===== config.mk =====
export PLATFORM = sky130hd
export DESIGN_NAME = char_lcd_bus_write_engine_top
export DESIGN_NICKNAME = d
export VERILOG_FILES = /design/src/sv/clcd_pkg.sv /design/src/sv/char_lcd_bus_write_engine_top.sv
export SDC_FILE = /design/constraint.sdc
export NUM_CORES = 1
export LEC_CHECK = 0
export BUFFER_PORTS_ARGS = -buffer_cell sky130_fd_sc_hd__buf_4
export CAP_MARGIN = 5
export CORE_MARGIN = 1.5
export CORE_UTILIZATION = 35
export CTS_CLUSTER_SIZE = 12
export DETAILED_ROUTE_END_ITERATION = 12
export HOLD_SLACK_MARGIN = 0.1
export PLACE_DENSITY_LB_ADDON = 0.05
export SYNTH_ARGS = -nofsm -noshare
export SYNTH_HDL_FRONTEND = slang
export SYNTH_SLANG_ARGS = --single-unit
export TNS_END_PERCENT = 10

===== constraint.sdc =====
create_clock -name clock -period 3.22 [get_ports clock]
set_input_delay 0.805 -clock clock [delete_from_list [all_inputs] [get_ports clock]]
set_output_delay 0.805 -clock clock [all_outputs]
set_load 0.02 [all_outputs]

===== src/sv/clcd_pkg.sv =====
// Package: shared types and constants for the character LCD bus write engine.
package clcd_pkg;

   localparam int unsigned NUM_BITS   = 32;
   localparam int unsigned BCD_DIGITS = 10;
   localparam int unsigned BCD_WIDTH  = 4 * BCD_DIGITS;

   localparam logic [7:0] CHAR_ZERO    = 8'h30;
   localparam logic [7:0] CHAR_MINUS   = 8'h2D;
   localparam logic [7:0] ROW_LIMIT    = 8'd4;
   localparam logic [7:0] COLUMN_LIMIT = 8'd80;

   localparam logic       FOUR_BIT_RESET = 1'b1;
   localparam logic [7:0] ROW1_RESET     = 8'd128;
   localparam logic [7:0] ROW2_RESET     = 8'd192;
   localparam logic [7:0] ROW3_RESET     = 8'd148;
   localparam logic [7:0] ROW4_RESET     = 8'd212;

   typedef enum logic [2:0] {
      OP_COMMAND     = 3'd0,
      OP_DATA        = 3'd1,
      OP_HIGH_NIBBLE = 3'd2,
      OP_SET_POS     = 3'd3,
      OP_NUMBER      = 3'd4
   } op_type;

   typedef enum logic [2:0] {
      REG_FOUR_BIT = 3'd0,
      REG_ROW1     = 3'd1,
      REG_ROW2     = 3'd2,
      REG_ROW3     = 3'd3,
      REG_ROW4     = 3'd4
   } reg_type;

   typedef enum logic [2:0] {
      ST_IDLE,
      ST_CONVERT,
      ST_TRIM,
      ST_RAW,
      ST_BYTE
   } state_type;

endpackage


===== src/sv/char_lcd_bus_write_engine_top.sv =====
// Top level: LCD request sequencer with a double-dabble conversion unit.
//
//   channel  direction  handshake             payload
//   req      in         req_valid/req_stall   operation, byte_value, row, column, number
//   rsp      out        rsp_valid/rsp_stall   register_select, bus_value, write_strobe,
//                                             status, last
//   csr      in         APB-style, 5-bit addr four_bit_mode, row1_base .. row4_base
//
// Command, data, high-nibble and set-position items go from idle straight to the output states.
// A number runs through the shift-add-3 unit over all 32 input bits, drops up to 9 leading
// zeros and loads the first character, then sends its characters one result at a time.
// Reset clears the sequencer, the output valid and loads the register reset values.
// req_stall stays high while an item is in work; rsp_stall holds the output register
// while it is valid, and the sequencer in its output states.
module char_lcd_bus_write_engine_top
   import clcd_pkg::*;
(
   input  logic              clock,
   input  logic              reset,
   input  logic              req_valid,
   output logic              req_stall,
   input  logic [2:0]        req_operation,
   input  logic [7:0]        req_byte_value,
   input  logic [7:0]        req_row,
   input  logic [7:0]        req_column,
   input  logic signed [31:0] req_number,
   output logic              rsp_valid,
   input  logic              rsp_stall,
   output logic              rsp_register_select,
   output logic [7:0]        rsp_bus_value,
   output logic              rsp_write_strobe,
   output logic              rsp_status,
   output logic              rsp_last,
   input  logic              csr_psel,
   input  logic              csr_penable,
   input  logic              csr_pwrite,
   input  logic [4:0]        csr_paddr,
   input  logic [31:0]       csr_pwdata,
   output logic [31:0]       csr_prdata,
   output logic              csr_pready
);

   state_type              state_ff, state_in;
   logic                   four_bit_ff;
   logic [7:0]             row1_ff, row2_ff, row3_ff, row4_ff;

   logic                   rsp_valid_ff, rsp_valid_in;
   logic                   rsp_rs_ff, rsp_rs_in;
   logic [7:0]             rsp_bus_ff, rsp_bus_in;
   logic                   rsp_strobe_ff, rsp_strobe_in;
   logic                   rsp_status_ff, rsp_status_in;
   logic                   rsp_last_ff, rsp_last_in;

   logic [7:0]             byte_ff, byte_in;
   logic                   rs_ff, rs_in;
   logic                   strobe_ff, strobe_in;
   logic                   status_ff, status_in;
   logic                   phase_ff, phase_in;
   logic                   neg_ff, neg_in;
   logic [NUM_BITS-1:0]    bin_ff, bin_in;
   logic [BCD_WIDTH-1:0]   bcd_ff, bcd_in;
   logic [4:0]             iter_ff, iter_in;
   logic [3:0]             dig_cnt_ff, dig_cnt_in;

   logic                   accept;
   logic                   out_free;
   logic                   emit;
   logic                   byte_done;
   logic                   reject;
   logic                   csr_write;
   logic [7:0]             row_base;
   logic [NUM_BITS-1:0]    num_bits;
   logic [NUM_BITS-1:0]    magnitude;
   logic [3:0]             top_digit;

   assign req_stall  = (state_ff != ST_IDLE);
   assign accept     = req_valid && !req_stall;
   assign out_free   = !rsp_valid_ff || !rsp_stall;
   assign emit       = out_free && (state_ff == ST_RAW || state_ff == ST_BYTE);
   assign byte_done  = !four_bit_ff || phase_ff;
   assign reject     = (req_row > ROW_LIMIT) || (req_column > COLUMN_LIMIT);
   assign num_bits   = req_number;
   assign magnitude  = num_bits[NUM_BITS-1] ? (~num_bits + 32'd1) : num_bits;
   assign top_digit  = bcd_ff[BCD_WIDTH-1 -: 4];
   assign csr_write  = csr_psel && csr_penable && csr_pwrite && csr_pready;
   assign csr_pready = 1'b1;

   assign rsp_valid           = rsp_valid_ff;
   assign rsp_register_select = rsp_rs_ff;
   assign rsp_bus_value       = rsp_bus_ff;
   assign rsp_write_strobe    = rsp_strobe_ff;
   assign rsp_status          = rsp_status_ff;
   assign rsp_last            = rsp_last_ff;

   always_comb begin
      unique case (req_row[2:0])
         3'd1:    row_base = row1_ff;
         3'd2:    row_base = row2_ff;
         3'd3:    row_base = row3_ff;
         default: row_base = row4_ff;
      endcase
   end

   always_comb begin
      csr_prdata = '0;
      case (reg_type'(csr_paddr[4:2]))
         REG_FOUR_BIT: csr_prdata = {31'd0, four_bit_ff};
         REG_ROW1:     csr_prdata = {24'd0, row1_ff};
         REG_ROW2:     csr_prdata = {24'd0, row2_ff};
         REG_ROW3:     csr_prdata = {24'd0, row3_ff};
         REG_ROW4:     csr_prdata = {24'd0, row4_ff};
         default:      csr_prdata = '0;
      endcase
   end

   // next state
   always_comb begin
      state_in = state_ff;
      unique case (state_ff)
         ST_IDLE: begin
            if (accept) begin
               case (op_type'(req_operation))
                  OP_COMMAND, OP_DATA: state_in = ST_BYTE;
                  OP_HIGH_NIBBLE:      state_in = ST_RAW;
                  OP_SET_POS:          state_in = (reject || req_row == 8'd0) ? ST_RAW : ST_BYTE;
                  OP_NUMBER:           state_in = ST_CONVERT;
                  default:             state_in = ST_IDLE;
               endcase
            end
         end
         ST_CONVERT: begin
            if (iter_ff == 5'(NUM_BITS - 1)) state_in = ST_TRIM;
         end
         ST_TRIM: begin
            if (!(dig_cnt_ff > 4'd1 && top_digit == 4'd0)) state_in = ST_BYTE;
         end
         ST_RAW: begin
            if (emit) state_in = ST_IDLE;
         end
         ST_BYTE: begin
            if (emit && byte_done && dig_cnt_ff == 4'd0) state_in = ST_IDLE;
         end
         default: state_in = ST_IDLE;
      endcase
   end

   // datapath and outputs
   always_comb begin
      logic [BCD_WIDTH-1:0] adj;
      byte_in    = byte_ff;
      rs_in      = rs_ff;
      strobe_in  = strobe_ff;
      status_in  = status_ff;
      phase_in   = phase_ff;
      neg_in     = neg_ff;
      bin_in     = bin_ff;
      bcd_in     = bcd_ff;
      iter_in    = iter_ff;
      dig_cnt_in = dig_cnt_ff;
      adj        = bcd_ff;

      rsp_valid_in  = rsp_valid_ff && rsp_stall;
      rsp_rs_in     = rsp_rs_ff;
      rsp_bus_in    = rsp_bus_ff;
      rsp_strobe_in = rsp_strobe_ff;
      rsp_status_in = rsp_status_ff;
      rsp_last_in   = rsp_last_ff;

      unique case (state_ff)
         ST_IDLE: begin
            phase_in   = 1'b0;
            dig_cnt_in = 4'd0;
            strobe_in  = 1'b1;
            status_in  = 1'b0;
            rs_in      = 1'b0;
            byte_in    = req_byte_value;
            case (op_type'(req_operation))
               OP_DATA:        rs_in = 1'b1;
               OP_HIGH_NIBBLE: byte_in = {4'd0, req_byte_value[7:4]};
               OP_SET_POS: begin
                  if (reject || req_row == 8'd0) begin
                     byte_in   = 8'd0;
                     strobe_in = 1'b0;
                     status_in = reject;
                  end else begin
                     byte_in = row_base + req_column + 8'hFF;
                  end
               end
               OP_NUMBER: begin
                  neg_in  = num_bits[NUM_BITS-1];
                  bin_in  = magnitude;
                  bcd_in  = '0;
                  iter_in = 5'd0;
               end
               default: rs_in = 1'b0;
            endcase
         end
         ST_CONVERT: begin
            for (int i = 0; i < BCD_DIGITS; i++) begin
               if (bcd_ff[4*i +: 4] >= 4'd5) adj[4*i +: 4] = bcd_ff[4*i +: 4] + 4'd3;
            end
            bcd_in     = {adj[BCD_WIDTH-2:0], bin_ff[NUM_BITS-1]};
            bin_in     = {bin_ff[NUM_BITS-2:0], 1'b0};
            iter_in    = iter_ff + 5'd1;
            dig_cnt_in = 4'(BCD_DIGITS);
         end
         ST_TRIM: begin
            rs_in    = 1'b1;
            phase_in = 1'b0;
            if (dig_cnt_ff > 4'd1 && top_digit == 4'd0) begin
               bcd_in     = {bcd_ff[BCD_WIDTH-5:0], 4'd0};
               dig_cnt_in = dig_cnt_ff - 4'd1;
            end else if (neg_ff) begin
               byte_in = CHAR_MINUS;
            end else begin
               byte_in    = CHAR_ZERO | {4'd0, top_digit};
               bcd_in     = {bcd_ff[BCD_WIDTH-5:0], 4'd0};
               dig_cnt_in = dig_cnt_ff - 4'd1;
            end
         end
         ST_RAW: begin
            if (emit) begin
               rsp_valid_in  = 1'b1;
               rsp_rs_in     = 1'b0;
               rsp_bus_in    = byte_ff;
               rsp_strobe_in = strobe_ff;
               rsp_status_in = status_ff;
               rsp_last_in   = 1'b1;
            end
         end
         ST_BYTE: begin
            if (emit) begin
               rsp_valid_in  = 1'b1;
               rsp_rs_in     = rs_ff;
               rsp_strobe_in = 1'b1;
               rsp_status_in = 1'b0;
               if (!byte_done) begin
                  rsp_bus_in  = {4'd0, byte_ff[7:4]};
                  rsp_last_in = 1'b0;
                  phase_in    = 1'b1;
               end else begin
                  rsp_bus_in  = four_bit_ff ? {4'd0, byte_ff[3:0]} : byte_ff;
                  rsp_last_in = (dig_cnt_ff == 4'd0);
                  phase_in    = 1'b0;
                  if (dig_cnt_ff != 4'd0) begin
                     byte_in    = CHAR_ZERO | {4'd0, top_digit};
                     bcd_in     = {bcd_ff[BCD_WIDTH-5:0], 4'd0};
                     dig_cnt_in = dig_cnt_ff - 4'd1;
                  end
               end
            end
         end
         default: rsp_valid_in = 1'b0;
      endcase
   end

   always_ff @(posedge clock) begin
      if (reset) begin
         state_ff     <= ST_IDLE;
         rsp_valid_ff <= 1'b0;
         four_bit_ff  <= FOUR_BIT_RESET;
         row1_ff      <= ROW1_RESET;
         row2_ff      <= ROW2_RESET;
         row3_ff      <= ROW3_RESET;
         row4_ff      <= ROW4_RESET;
      end else begin
         state_ff     <= state_in;
         rsp_valid_ff <= rsp_valid_in;
         if (csr_write) begin
            case (reg_type'(csr_paddr[4:2]))
               REG_FOUR_BIT: four_bit_ff <= csr_pwdata[0];
               REG_ROW1:     row1_ff     <= csr_pwdata[7:0];
               REG_ROW2:     row2_ff     <= csr_pwdata[7:0];
               REG_ROW3:     row3_ff     <= csr_pwdata[7:0];
               REG_ROW4:     row4_ff     <= csr_pwdata[7:0];
               default:      four_bit_ff <= four_bit_ff;
            endcase
         end
      end
   end

   always_ff @(posedge clock) begin
      rsp_rs_ff     <= rsp_rs_in;
      rsp_bus_ff    <= rsp_bus_in;
      rsp_strobe_ff <= rsp_strobe_in;
      rsp_status_ff <= rsp_status_in;
      rsp_last_ff   <= rsp_last_in;
      byte_ff       <= byte_in;
      rs_ff         <= rs_in;
      strobe_ff     <= strobe_in;
      status_ff     <= status_in;
      phase_ff      <= phase_in;
      neg_ff        <= neg_in;
      bin_ff        <= bin_in;
      bcd_ff        <= bcd_in;
      iter_ff       <= iter_in;
      dig_cnt_ff    <= dig_cnt_in;
   end

`ifndef SYNTHESIS
   a_number_starts_convert: assert property (@(posedge clock) disable iff (reset)
      (accept && req_operation == OP_NUMBER) |=> (state_ff == ST_CONVERT))
      else $error("number item did not start conversion");

   a_trim_digit_count: assert property (@(posedge clock) disable iff (reset)
      (state_ff == ST_TRIM) |-> (dig_cnt_ff >= 4'd1 && dig_cnt_ff <= 4'(BCD_DIGITS)))
      else $error("digit count out of range while trimming");

   a_nibble_upper_zero: assert property (@(posedge clock) disable iff (reset)
      (four_bit_ff && rsp_valid_ff) |-> (rsp_bus_ff[7:4] == 4'd0))
      else $error("upper bus bits set in nibble mode");
`endif

endmodule


==> flow_summary_export.csv <==
group,metric,value,unit
logic_synthesis,synth_edf_count,106,
timing,final_hold_viol_count,0,
logic_synthesis,ys.flop_type,"edfxtp_1",
setup_path,regToRegSetupSlack,0.52,ns
placed_design,dp_cells,1339,
timing,max_freq,342.2,MHz
detailed_routing,routedWlPerCell,15.32,µm
final_layout,fin_util,42.68,%
power,power.leakage,4.173,nW
timing,fin_skew,0.01098,ns
clock_network,root_buffer,"clkbuf_16",
floorplan,die_area,0.02637,mm²
detailed_routing,ant_nets,0,
clock_network,cts_tree,"built",
global_routing,grtUsageTotal,16.35,%
logic_synthesis,syn_avg_cell_area,9.624,µm²
timing,worstMarginPinSlew,0.8462,ns
final_layout,nNetsFinal,1172,
timing,finalCritPeriodShare,90.75,%
floorplan,design.core.area,0.02504,mm²
setup_path,r2r_cells,12,
setup_path,cp.arrival,3.08,ns
placed_design,place_congestion,0.7431,
setup_path,worstReg2RegEnd,"byte_ff[7]",
timing,slew_violations,0,
setup_path,crit_required,3.38,ns
clock_network,h-tree-depth,4,
global_routing,grt_pass1_vias,6592,
clock_network,post_cts_buffers,0,
global_routing,grt-ovfl-total,0,
run_status,status,"finished, final reports clean",
timing,rsz0062_at_grt,"false",
placed_design,dpl.hpwl,14640,µm
placed_design,post-place-ws,-0.1497,ns
setup_path,cp-start-kind,"input pin",
logic_synthesis,ys_seq_area_share,44.13,%
final_layout,drive_gt1_share,18.73,%
placed_design,port_buffers,98,
logic_synthesis,syn_area,0.008892,mm²
setup_path,endpoint_kind,"flop",
min_path,whs_endpoint,"rsp_write_strobe",
final_layout,syn_to_final_growth,20.16,%
logic_synthesis,synth.distinct_cells,64,
clock_network,cts_resized,0,
placed_design,placedInstanceArea,0.01009,mm²
clock_network,insertion_delay,0.42,ns
logic_synthesis,synth_top_area_cell,"edfxtp_1",
timing,fin_crit,2.922,ns
setup_path,critPathKind,"in -> reg",
timing,final-setup-viol-count,0,
logic_synthesis,synthTopCellsByArea,"edfxtp_1, dfxtp_1, ha_1",
floorplan,die_height,162.4,µm
global_routing,grt_first_pass_wirelength,34160,µm
timing,setup_slack,0.2978,ns
global_routing,grt_max_degree,76,
clock_network,cts_num_sinks,143,
logic_synthesis,synthArstFlopShare,0,%
detailed_routing,vias,6843,
min_path,hp-start,"strobe_ff",
min_path,hold_path.class,"reg -> reg",
detailed_routing,via_per_inst,4.991,
clock_network,clkTransAtPathRegs,0.06,ns
power,total_power,8.618,mW
power,ir_worst_vdd,0.0003751,V
floorplan,start_util,35.52,%
setup_path,timing.rr.start,"row3_ff[1]",
logic_synthesis,syn_inst,924,
final_layout,n_antenna_cell,0,
detailed_routing,drt_iter0_drc,373,
floorplan,dieWidth,162.4,µm
final_layout,fin_cells,1371,
logic_synthesis,yosysWarningCount,0,
detailed_routing,drc,0,
min_path,hold_path_depth,1,
power,power_density,806.5,mW/mm²
floorplan,ioPinCount,150,
logic_synthesis,synth-seq-cells,143,
flow_run,maxCapViolCount,0,
timing,relSlewSlack,43.11,%
detailed_routing,routed_wl,21010,µm
clock_network,numCtsBuffers,17,
detailed_routing,drt_first_pass_iters,4,
setup_path,path_max_fanout,8,
clock_network,postCtsHoldBufs,0,
global_routing,antenna_found_initial,0,
floorplan,rows,58,
final_layout,final_area,0.01069,mm²
clock_network,cts_buffer_depth,2,
logic_synthesis,synth_top_area_share,35.80,%
[state kept, by name, summed over array words and instances (netlist names), 3 cells and up]
register and count:
row3_ff 8, dig_cnt_ff 4, bcd_ff 40, rsp_bus_value 8, row1_ff 8, byte_ff 8, bin_ff 32, row4_ff 8
state_ff 3, row2_ff 8, iter_ff 5
[cell usage after synthesis (4+ instances only)]
master and n:
edfxtp_1 106, nand2_1 83, o21ai_0 75, nor2_1 67, inv_1 51, a21oi_1 46
ha_1 40, clkbuf_1 39, dfxtp_1 37, mux2i_1 36, xor2_1 31, nor3b_1 26
buf_4 25, nand2b_1 21, o22ai_1 19, nor2b_1 18, xnor2_1 17, o31ai_1 16
a22oi_1 12, a211o_1 11, and2_1 11, a22o_1 9, mux2_2 9, or3_1 9
o41ai_1 8, or2_2 8, nor3_1 7, nor4_1 7, a221oi_1 6, buf_1 6
a211oi_1 5, o32ai_1 5, or4_1 5, a21o_1 4
[per-layer routing]
layer | global-route usage (%) | share of wire [%] | routed length (µm)
met1 | 22.45 | 50 | 10400
met4 | 4.796 | 0.99 | 207
met3 | 2.725 | 2.7 | 572
met2 | 26.44 | 47 | 9829
met5 | 0 | 0 | 0
[placed cells by master, fill, tap and decap left out, drive strengths merged, types with 4 or more instances in the layout]
cell type	netlist	final
o32ai	5	5
mux2	10	10
clkinv	0	5
a22oi	12	12
dfxtp	37	37
nand2	83	83
or2	9	9
a21o	4	4
and2	11	11
clkbuf	39	23
edfxtp	106	106
conb	2	25
or3	10	10
a211oi	5	5
inv	51	55
o21ai	78	78
nor3	7	7
a211o	11	11
a221oi	6	6
o31ai	16	16
xor2	31	31
xnor2	17	17
nor2b	18	18
a22o	9	9
buf	34	135
o22ai	19	19
nor3b	26	26
nor2	67	67
or4	6	6
nand2b	21	21
nor4	8	8
a21oi	46	46
mux2i	36	36
ha	40	40
o41ai	9	9
[power breakdown]
group / internal (mW) / switching, mW / leakage (nW)
logic: 1.29 / 1.90 / 2.54
clock network: 1.16 / 0.809 / 0.300
registers: 3.00 / 0.460 / 1.33
[worst max-delay path by stage]
stage	startpoint	depth (start not counted)	slack (ns)	endpoint
finish	req_row[1]	13	0.30	byte_ff[7]
global route	req_row[1]	13	0.12	byte_ff[7]
CTS	req_row[1]	13	0.29	byte_ff[7]
detailed placement	req_row[1]	13	-0.15	byte_ff[7]
global placement	req_row[1]	13	-0.13	byte_ff[7]
floorplan	req_row[0]	14	0.04	byte_ff[5]
[cell families after synthesis]
family / Yosys count / synth area share, %
xor gates and xnor gates: 48 / 4.728
buffers and inverters: 124 / 6.332
and+or+nand+nor: 283 / 16.46
adders and majority gates: 41 / 5.853
DFF: 143 / 44.13
AOI/OAI and AO/OA: 237 / 17.10
other: 2 / 0.08446
muxes: 46 / 5.319
[critical path: stages]
cell      delay [ns]
buf_4           0.16
mux2i_1         0.13
a21oi_1         0.14
o22ai_1         0.11
ha_1            0.28
inv_1           0.04
ha_1            0.20
fa_2            0.42
a211oi_1        0.23
o21bai_1        0.10
a21oi_1         0.22
or4_1           0.15
nand3_1         0.07
[cell type report]
| type | count | area [µm²] |
|---|---|---|
| Fill cell | 2496 | 14350 |
| Multi-Input combinational cell | 680 | 4514 |
| Sequential cell | 143 | 3924 |
| Timing Repair Buffer | 135 | 1051 |
| Clock buffer | 23 | 524.3 |
| Tap cell | 330 | 412.9 |
| Inverter | 51 | 191.4 |
| Clock inverter | 9 | 67.56 |
[metrics by stage]
stage / setup TNS (ns) / hold WS [ns]
detailed placement: -0.3260 / 0.4913
global route: 0 / 0.5136
global placement: -0.3128 / 0.4849
floorplan: 0 / 0.4498
finish: 0 / 0.4994
CTS: 0 / 0.5001
Note: power is estimated with default switching activity, not from simulation.
